`config.mk`:
```
export PLATFORM = sky130hd
export DESIGN_NAME = buzzer_effect_sequencer_top
export DESIGN_NICKNAME = d
export VERILOG_FILES = /design/src/hw/rtl/bes_pkg.sv /design/src/hw/rtl/buzzer_effect_sequencer_top.sv
export VERILOG_INCLUDE_DIRS = /design/src /design/src/hw/rtl
export SDC_FILE = /design/constraint.sdc
export NUM_CORES = 1
export LEC_CHECK = 0
export BUFFER_PORTS_ARGS = -buffer_cell sky130_fd_sc_hd__buf_2
export CAP_MARGIN = 20
export CORE_UTILIZATION = 50
export CTS_CLUSTER_DIAMETER = 150
export DETAILED_ROUTE_END_ITERATION = 8
export PLACE_DENSITY_LB_ADDON = 0.15
export SLEW_MARGIN = 20
export SYNTH_ARGS = -nofsm -noshare
export SYNTH_HDL_FRONTEND = slang
export SYNTH_SLANG_ARGS = --single-unit
```
`constraint.sdc`:
```
create_clock -name clk -period 4.4 [get_ports clk]
set_input_delay 0.88 -clock clk [delete_from_list [all_inputs] [get_ports clk]]
set_output_delay 0.88 -clock clk [all_outputs]
set_load 0.05 [all_outputs]
```
`src/hw/rtl/buzzer_effect_sequencer_top_macros.svh`:
```
// assertion macros for the buzzer effect sequencer
// used by buzzer_effect_sequencer_top, no other dependencies
`ifndef BUZZER_EFFECT_SEQUENCER_TOP_MACROS_SVH
`define BUZZER_EFFECT_SEQUENCER_TOP_MACROS_SVH

// same-cycle implication, disabled in reset
`define BES_ASSERT_NOW(label, clk, rst, ante, cons, msg) \
  label: assert property (@(posedge clk) disable iff (rst) (ante) |-> (cons)) \
    else $error(msg);

// next-cycle implication, disabled in reset
`define BES_ASSERT_NEXT(label, clk, rst, ante, cons, msg) \
  label: assert property (@(posedge clk) disable iff (rst) (ante) |=> (cons)) \
    else $error(msg);

`endif

```
`src/hw/rtl/bes_pkg.sv`:
```
// types, command codes and the note rom of the buzzer effect sequencer
// no dependencies
package bes_pkg;

  localparam int unsigned CmdW  = 2;
  localparam int unsigned IdW   = 5;
  localparam int unsigned ToneW = 12;
  localparam int unsigned MsW   = 9;
  localparam int unsigned IdxW  = 5;
  localparam int unsigned CfgIdxW = 2;

  typedef logic [CmdW-1:0]    cmd_t;
  typedef logic [IdW-1:0]     effect_id_t;
  typedef logic [ToneW-1:0]   tone_t;
  typedef logic [MsW-1:0]     ms_t;
  typedef logic [IdxW-1:0]    note_idx_t;
  typedef logic [CfgIdxW-1:0] cfg_idx_t;

  localparam cmd_t CMD_TICK = 2'd0;
  localparam cmd_t CMD_PLAY = 2'd1;
  localparam cmd_t CMD_STOP = 2'd2;

  localparam cfg_idx_t REG_SOUND_EN = 2'd0;
  localparam cfg_idx_t REG_UI_EN    = 2'd1;
  localparam cfg_idx_t REG_GAME_EN  = 2'd2;

  localparam effect_id_t GAME_FIRST = 5'd7;
  localparam effect_id_t GAME_LAST  = 5'd16;

  localparam tone_t P_REST = 12'd0;
  localparam tone_t P_G4 = 12'd392;
  localparam tone_t P_C6 = 12'd1047;
  localparam tone_t P_E6 = 12'd1319;
  localparam tone_t P_G6 = 12'd1568;
  localparam tone_t P_A6 = 12'd1760;
  localparam tone_t P_C7 = 12'd2093;
  localparam tone_t P_D7 = 12'd2349;
  localparam tone_t P_E7 = 12'd2637;
  localparam tone_t P_F7 = 12'd2794;
  localparam tone_t P_G7 = 12'd3136;

  typedef struct packed {
    tone_t hz;
    ms_t   ms;
  } note_t;

  // note rom, a zero duration marks the end of an effect
  function automatic note_t rom_note(input effect_id_t row, input note_idx_t idx);
    note_t n;
    case ({row, idx})
      {5'd0, 5'd0}:  n = '{P_E6, 9'd90};
      {5'd0, 5'd1}:  n = '{P_REST, 9'd25};
      {5'd0, 5'd2}:  n = '{P_E6, 9'd90};
      {5'd0, 5'd3}:  n = '{P_REST, 9'd25};
      {5'd0, 5'd4}:  n = '{P_G6, 9'd150};
      {5'd0, 5'd5}:  n = '{P_REST, 9'd30};
      {5'd0, 5'd6}:  n = '{P_C7, 9'd110};
      {5'd0, 5'd7}:  n = '{P_REST, 9'd20};
      {5'd0, 5'd8}:  n = '{P_E7, 9'd110};
      {5'd0, 5'd9}:  n = '{P_REST, 9'd20};
      {5'd0, 5'd10}: n = '{P_G7, 9'd220};
      {5'd0, 5'd11}: n = '{P_REST, 9'd60};
      {5'd0, 5'd12}: n = '{P_F7, 9'd110};
      {5'd0, 5'd13}: n = '{P_REST, 9'd20};
      {5'd0, 5'd14}: n = '{P_D7, 9'd110};
      {5'd0, 5'd15}: n = '{P_REST, 9'd20};
      {5'd0, 5'd16}: n = '{P_G6, 9'd90};
      {5'd0, 5'd17}: n = '{P_REST, 9'd25};
      {5'd0, 5'd18}: n = '{P_C7, 9'd340};
      {5'd1, 5'd0}:  n = '{P_A6, 9'd25};
      {5'd2, 5'd0}:  n = '{P_E6, 9'd25};
      {5'd3, 5'd0}:  n = '{P_G6, 9'd60};
      {5'd3, 5'd1}:  n = '{P_C7, 9'd90};
      {5'd4, 5'd0}:  n = '{P_C7, 9'd60};
      {5'd4, 5'd1}:  n = '{P_G6, 9'd90};
      {5'd5, 5'd0}:  n = '{P_E6, 9'd30};
      {5'd5, 5'd1}:  n = '{P_A6, 9'd45};
      {5'd6, 5'd0}:  n = '{P_C7, 9'd45};
      {5'd7, 5'd0}:  n = '{P_C6, 9'd60};
      {5'd7, 5'd1}:  n = '{P_G6, 9'd60};
      {5'd7, 5'd2}:  n = '{P_C7, 9'd110};
      {5'd8, 5'd0}:  n = '{P_A6, 9'd50};
      {5'd8, 5'd1}:  n = '{P_E6, 9'd80};
      {5'd9, 5'd0}:  n = '{P_E6, 9'd50};
      {5'd9, 5'd1}:  n = '{P_A6, 9'd80};
      {5'd10, 5'd0}: n = '{P_G6, 9'd110};
      {5'd10, 5'd1}: n = '{P_E6, 9'd110};
      {5'd10, 5'd2}: n = '{P_C6, 9'd110};
      {5'd10, 5'd3}: n = '{P_G4, 9'd260};
      {5'd11, 5'd0}: n = '{P_E6, 9'd14};
      {5'd12, 5'd0}: n = '{P_A6, 9'd18};
      {5'd13, 5'd0}: n = '{P_C6, 9'd40};
      {5'd14, 5'd0}: n = '{P_C6, 9'd45};
      {5'd14, 5'd1}: n = '{P_G6, 9'd45};
      {5'd14, 5'd2}: n = '{P_C7, 9'd70};
      {5'd15, 5'd0}: n = '{P_C6, 9'd40};
      {5'd15, 5'd1}: n = '{P_E6, 9'd40};
      {5'd15, 5'd2}: n = '{P_G6, 9'd40};
      {5'd15, 5'd3}: n = '{P_C7, 9'd40};
      {5'd15, 5'd4}: n = '{P_E7, 9'd120};
      {5'd16, 5'd0}: n = '{P_G6, 9'd50};
      {5'd16, 5'd1}: n = '{P_C7, 9'd50};
      {5'd16, 5'd2}: n = '{P_E7, 9'd110};
      {5'd17, 5'd0}: n = '{P_C6, 9'd55};
      {5'd17, 5'd1}: n = '{P_REST, 9'd15};
      {5'd17, 5'd2}: n = '{P_G6, 9'd90};
      {5'd18, 5'd0}: n = '{P_G6, 9'd55};
      {5'd18, 5'd1}: n = '{P_REST, 9'd15};
      {5'd18, 5'd2}: n = '{P_C6, 9'd110};
      {5'd19, 5'd0}: n = '{P_G6, 9'd55};
      {5'd19, 5'd1}: n = '{P_REST, 9'd15};
      {5'd19, 5'd2}: n = '{P_D7, 9'd90};
      {5'd20, 5'd0}: n = '{P_D7, 9'd55};
      {5'd20, 5'd1}: n = '{P_REST, 9'd15};
      {5'd20, 5'd2}: n = '{P_G6, 9'd110};
      {5'd21, 5'd0}: n = '{P_A6, 9'd90};
      {5'd21, 5'd1}: n = '{P_REST, 9'd25};
      {5'd21, 5'd2}: n = '{P_E6, 9'd90};
      {5'd21, 5'd3}: n = '{P_REST, 9'd25};
      {5'd21, 5'd4}: n = '{P_C6, 9'd200};
      {5'd22, 5'd0}: n = '{P_C6, 9'd70};
      {5'd22, 5'd1}: n = '{P_REST, 9'd20};
      {5'd22, 5'd2}: n = '{P_E6, 9'd70};
      {5'd22, 5'd3}: n = '{P_REST, 9'd20};
      {5'd22, 5'd4}: n = '{P_A6, 9'd160};
      default:       n = '{P_REST, 9'd0};
    endcase
    return n;
  endfunction

endpackage

```
`src/hw/rtl/buzzer_effect_sequencer_top.sv`:
```
// buzzer effect sequencer: an accepted request's result is registered and shows in the cycle after
// throughput one request per cycle while the result channel does not stall; a rom lookup and the ms counter update sit
// between the input handshake and the result register, the state updates on accept
// the result register frees as it is taken, so s_axis_tready only drops under stall
// rst (synchronous, active high) clears playback state, empties the result register
// and sets all three enable registers to one; depends on bes_pkg and the macros header
`include "buzzer_effect_sequencer_top_macros.svh"

module buzzer_effect_sequencer_top #(
  parameter int unsigned NUM_EFFECTS = 23
) (
  input  logic                   clk,
  input  logic                   rst,
  // request channel
  input  logic                   s_axis_tvalid,
  output logic                   s_axis_tready,
  input  logic [7:0]             s_axis_tdata,   // command[1:0], effect_id[6:2], buzzer_ready[7]
  // result channel
  output logic                   m_axis_tvalid,
  input  logic                   m_axis_tready,
  output logic [15:0]            m_axis_tdata,   // tone_hz[11:0], playing[12], zero[15:13]
  // configuration writes
  input  logic                   cfg_we,
  input  bes_pkg::cfg_idx_t      cfg_index,
  input  logic [0:0]             cfg_data
);
  import bes_pkg::*;

  // id compare needs one bit more so that 32 effects fit
  localparam logic [IdW:0] NumEffects = (IdW+1)'(NUM_EFFECTS);

  // request fields
  cmd_t       in_cmd;
  effect_id_t in_id;
  logic       in_ready;
  logic       in_acc;

  assign in_cmd   = s_axis_tdata[1:0];
  assign in_id    = s_axis_tdata[6:2];
  assign in_ready = s_axis_tdata[7];

  // enable registers
  logic sound_en, ui_en, game_en;

  // playback state
  logic       active, active_next;
  effect_id_t current_effect, current_effect_next;
  note_idx_t  note_index, note_index_next;
  ms_t        time_left, time_left_next;
  tone_t      current_tone, current_tone_next;

  // result register
  logic  out_valid;
  tone_t out_tone;
  logic  out_playing;

  // rom lookup: play reads note zero of the new effect, a tick reads the next note
  effect_id_t lookup_row;
  note_idx_t  lookup_idx;
  note_t      note;
  logic       note_end;
  logic       is_game, cat_on, play_ok;

  // the result register takes a new request whenever it is empty or being drained
  assign s_axis_tready = !out_valid || m_axis_tready;
  assign in_acc        = s_axis_tvalid && s_axis_tready;

  assign is_game = (in_id >= GAME_FIRST) && (in_id <= GAME_LAST);
  assign cat_on  = is_game ? game_en : ui_en;
  assign play_ok = sound_en && ({1'b0, in_id} < NumEffects) && in_ready && cat_on;

  assign lookup_row = (in_cmd == CMD_PLAY) ? in_id : current_effect;
  assign lookup_idx = (in_cmd == CMD_PLAY) ? '0 : note_index;
  assign note       = rom_note(lookup_row, lookup_idx);
  assign note_end   = (note.ms == '0);

  always_comb begin
    active_next         = active;
    current_effect_next = current_effect;
    note_index_next     = note_index;
    time_left_next      = time_left;
    current_tone_next   = current_tone;
    case (in_cmd)
      CMD_TICK: begin
        if (active) begin
          if (time_left <= ms_t'(1)) begin
            // time ran out: next note, or end of the effect
            if (note_end) begin
              active_next       = 1'b0;
              current_tone_next = '0;
              time_left_next    = '0;
            end else begin
              current_tone_next = note.hz;
              time_left_next    = note.ms;
              note_index_next   = lookup_idx + note_idx_t'(1);
            end
          end else begin
            time_left_next = time_left - ms_t'(1);
          end
        end
      end
      CMD_PLAY: begin
        if (play_ok) begin
          current_effect_next = in_id;
          if (note_end) begin
            // effect with no notes ends at once
            active_next       = 1'b0;
            note_index_next   = '0;
            current_tone_next = '0;
            time_left_next    = '0;
          end else begin
            active_next       = 1'b1;
            current_tone_next = note.hz;
            time_left_next    = note.ms;
            note_index_next   = note_idx_t'(1);
          end
        end
      end
      CMD_STOP: begin
        active_next       = 1'b0;
        current_tone_next = '0;
        time_left_next    = '0;
      end
      default: begin
        // unused command leaves everything as is
      end
    endcase
  end

  // enables
  always_ff @(posedge clk) begin
    if (rst) begin
      sound_en <= 1'b1;
      ui_en    <= 1'b1;
      game_en  <= 1'b1;
    end else if (cfg_we) begin
      case (cfg_index)
        REG_SOUND_EN: sound_en <= cfg_data[0];
        REG_UI_EN:    ui_en    <= cfg_data[0];
        REG_GAME_EN:  game_en  <= cfg_data[0];
        default:      ;
      endcase
    end
  end

  // playback state advances only on an accepted request
  always_ff @(posedge clk) begin
    if (rst) begin
      active         <= 1'b0;
      current_effect <= '0;
      note_index     <= '0;
      time_left      <= '0;
      current_tone   <= '0;
    end else if (in_acc) begin
      active         <= active_next;
      current_effect <= current_effect_next;
      note_index     <= note_index_next;
      time_left      <= time_left_next;
      current_tone   <= current_tone_next;
    end
  end

  // result register
  always_ff @(posedge clk) begin
    if (rst) begin
      out_valid <= 1'b0;
    end else if (in_acc) begin
      out_valid <= 1'b1;
    end else if (m_axis_tready) begin
      out_valid <= 1'b0;
    end
  end

  always_ff @(posedge clk) begin
    if (in_acc) begin
      out_tone    <= current_tone_next;
      out_playing <= active_next;
    end
  end

  assign m_axis_tvalid = out_valid;
  assign m_axis_tdata  = {3'b000, out_playing, out_tone};

  // checks
  `BES_ASSERT_NOW(a_idle_silent, clk, rst, !active,
                  (current_tone == '0) && (time_left == '0), "idle with tone or time left")
  `BES_ASSERT_NOW(a_active_time, clk, rst, active, time_left != '0,
                  "active note with no time left")
  `BES_ASSERT_NEXT(a_result_follows, clk, rst, in_acc,
                   m_axis_tvalid && (out_playing == active), "result does not match state")
  `BES_ASSERT_NEXT(a_stop_silences, clk, rst, in_acc && (in_cmd == CMD_STOP),
                   !active && (out_tone == '0), "stop left buzzer on")

endmodule
```
==> reports/results.env <==
RUN_STATUS='complete, but fails checks'
VIOLATIONS='design-rule violations'
DIODES=0
PERIOD_MINUS_SLACK_NS=4.11
CLK_LATENCY_NS=0.31
WORST-SETUP-PATH-TYPE='in -> reg'
RSZ0062_AT_GRT='no'
LAYOUT.FILLER_CELLS=814
SYNTH_SIMPLE_GATE_AREA_SHARE_PCT=31.4
GRT_ANTENNA_BEFORE_REPAIR=0
CORE-AREA_UM2=8680
FIN_SKEW_NS=0.00804
HOLD_PATH.CLASS='reg -> reg'
P_SW_SHARE_PCT=38.4
BUFFER_PORTS.INSERTED=30
SYNTH_FF_TYPE='dfxtp_1'
DIE_W_UM=96.2
SYNTH-XOR-AREA-SHARE_PCT=1.38
GRT_MAX_DEGREE=42
DP_HPWL_MM=13.0
STD_CELL_ROWS=34
R2R-END='note_index[3]'
TOTAL_SWITCHING_POWER_uW=464
MAXCLOCKFREQUENCY_MHz=243
MAX_CAP_VIOLATIONS=0
CTS_BUFFER_DEPTH=2
FF2FF_SETUP_SLACK_NS=0.69
HOLD_BUFFERS=0
SLEW_HEADROOM_PCT=47.9
AREA_FRACTION_IN_COMPOUND_GATES_AFTER_SYNTHESIS_PCT=33.3
LEADING_POST_SYNTHESIS_CELLS_BY_INSTANCE_COUNT='nand2_1, nor2_1, dfxtp_1, o21ai_0, a21oi_1'
INTERNAL-POWER_uW=743
YOSYS-MUX-AREA-FRACTION_PCT=0.704
FIN_CRIT_SH_PCT=93.3
BOUNDARYPINS=34
ROUTE.DETAILED.WL_PER_INST_UM=22.9
FINALINSTANCEAREA_UM2=4930
FP.DIEH_UM=96.2
FINALSETUPVIOLATIONS=0
SYNTHMOSTINSTANTIATEDCELL='nand2_1'
WIRE_LENGTH_AFTER_DETAILED_ROUTING_MM=17.0
POST_SYNTH_INSTANCE_AREA_UM2=4440
VIA_COUNT=5229
POST-SYNTH-TOP-AREA-FRACTION_PCT=16.2
DR.PASS1.ITERS=9
SYNTH.FF_LATCH_COUNT=49
MULTIINPUTGATEAREA_UM2=3040
WORST_EP_REQUIRED_TIME_NS=4.60
CLKTRANSATPATHREGS_NS=0.10
DESIGN_POWER_TOTAL_mW=1.21
ANTENNA_LEFT=0
ASYNC_RESET_FF_SHARE_PCT=0
SEQCELLAREA_UM2=1110
TIMING.FINAL.HOLD_VIOLATIONS=0
POSTSYNTHAREAPERCELL_UM2=7.41
FIRST_GLOBAL_VIAS=4706
TRITONCTS='yes'
PLACEMENT.CELL_AREA_UM2=4840
FINAL_MAX_SLEW_VIOL_COUNT=0
SYNTH-EDFF-COUNT=13
CRITPATHCAPTURETYPE='flop'
SYNTH.AREA.TOP_CELLS='dfxtp_1, edfxtp_1, nand2_1'
POST_SYNTH_INST_COUNT=599
P_COMB_SHARE_PCT=34.6
MAX_SLEW.WORST_PIN.SLEW_NS=0.781
WORST-PATH-MAX-FANOUT=24
POST_CTS_RESIZE_COUNT=0
NUMBER_OF_LIBRARY_CELL_TYPES_MAPPED_BY_SYNTHESIS=83
TRITONCTS.NUM_BUFFERS=5
CP_DATA_ARRIVAL_TIME_NS=4.31
GR-USAGE-ALL-LAYERS_PCT=37.2
FLOORPLAN.INITIALDENSITY_PCT=51.2
WORST_VDD_IR_mV=0.116
WORST_SETUP_PATH_STARTPOINT='s_axis_tdata[1]'
WORST_R2R_PATH_DEPTH=10
TIMING.CRITICAL_PATH.FROM_TYPE='input pin'
WORST_R2R_STARTPOINT='note_index[0]'
POWER.SEQUENTIAL.FRACTION_PCT=42.2
GRT_PASS1_WL_MM=25.9
SYNTH-ADDER-AREA-SHARE_PCT=1.41
DIE_AREA_UM2=9260
GP_CONGESTION=1.12
PWR_DENSITY_CELL_nW_PER_UM2=245
HTREE_LEVELS=2
DRC_ERRORS=2
POWER.STATIC_LEAKAGE_nW=2.01
GR-TOTAL-OVERFLOW=0
SETUP_FIX_BUFFERS_ADDED_AFTER_CLOCK_TREE_SYNTHESIS=0
YS_WARN_COUNT=0
CLOCK-ROOT-BUFFER='clkbuf_8'
AREA_GROWTH_PCT=11.1
DRIVE_GT1_SHARE_PCT=16.7
SYNTH_TOP_FAMILY_BY_AREA='compound AO/OA/AOI/OAI gates'
TIMING.CRITICAL_PATH.TO='note_index[3]'
DRT-INITIAL-DRC-COUNT=808
CTS.SINKS=49
VIASPERCELL=7.05
NUMNETS_FINAL=654
SYNTH_SEQ_AREA_SHARE_PCT=25.0
CLOCK_POWER_SHARE_PCT=23.2
TIMING.SETUP.TNS_NS=0
YOSYS.AREA.TOP_TYPE='dfxtp_1'
## cells by family after synthesis
group	Yosys count
fa+ha+maj	5
compound gates	203
flops	49
simple gates	265
mux	3
other cells	1
xor+xnor	7
buf+inv	66
## layout make-up
type	instances	area share, %
repair buffers	71	9.79
well taps	108	2.74
inverters	20	1.52
clock buffers	5	1.39
clock inverters	3	0.431
multi-input cells	486	61.6
flip-flops and latches	49	22.5
## power by group through the flow
stage	Sequential, mW	Clock (mW)	Combinational [mW]
after floorplan	0.543	0	0.260
after global placement	0.517	0	0.397
after detailed placement	0.519	0	0.403
after CTS	0.509	0.282	0.405
after global routing	0.513	0.303	0.447
final	0.509	0.280	0.418
## critical path, cell delays in order
cell and delay, ns:
buf_2 0.09, inv_1 0.06, ha_1 0.32, buf_12 0.23
or4b_1 0.50, buf_4 0.18, a211oi_1 0.52, and2_1 0.26
a311oi_1 0.07, and4_4 0.25, a311oi_4 0.31, buf_4 0.19
o211ai_1 0.11, o32ai_1 0.33
## through the flow
step	hold slack, ns	utilization (%)	instances	setup WS, ns
2_1_floorplan	0.449	-	601	0.834
3_3_place_gp	0.482	55.7	733	0.225
3_5_place_dp	0.487	55.8	734	0.111
4_1_cts	0.507	56.8	742	0.427
5_1_grt	0.534	56.8	742	0.198
6_report	0.501	56.8	742	0.293
## layer usage
metal  track usage (%)  vias to the layer above  routed length, um
met5                 0                        -                  0
li1                  -                     2348                  -
met4              20.9                        0               1050
met2              58.7                      400               7590
met3              7.03                      103               1720
met1              47.1                     2378               6600
## worst min path at each step
| stage | cells past startpoint | end | from | slack (ns) |
|---|---|---|---|---|
| CTS | 2 | current_tone[2] | current_tone[2] | 0.51 |
| global route | 2 | current_tone[0] | current_tone[0] | 0.53 |
| floorplan | 2 | game_en | game_en | 0.45 |
| global placement | 2 | game_en | game_en | 0.48 |
| finish | 2 | current_tone[2] | current_tone[2] | 0.50 |
| detailed placement | 2 | game_en | game_en | 0.49 |
## layout by cell type, fill, tap and decap left out, types with 5 or more instances in the layout
cell,n
a211o_1,5
a211oi_1,12
a21oi_1,32
a221oi_1,5
a22o_1,5
a22oi_1,17
a311oi_1,7
a31oi_1,9
a32o_1,6
and2_1,6
and3_1,7
buf_2,30
buf_4,39
clkbuf_8,5
dfxtp_1,36
edfxtp_1,13
ha_1,5
inv_1,18
nand2_1,68
nand2b_1,7
nand3_1,19
nand3b_1,9
nand4_1,10
nor2_1,63
nor3_1,22
nor3b_1,5
nor4_1,7
o211ai_1,12
o21a_1,6
o21ai_0,36
or3_1,8
or3b_1,6
xnor2_1,5
## sequential cells by signal, indices dropped and copies added, names as in the netlist
| name | count |
|---|---|
| active | 1 |
| note_index | 5 |
| time_left | 9 |
| m_axis_tvalid | 1 |
| current_tone | 12 |
| ui_en | 1 |
| current_effect | 5 |
| out_tone | 12 |
| sound_en | 1 |
| out_playing | 1 |
| game_en | 1 |
No activity file was read; power rests on OpenSTA's default activity.
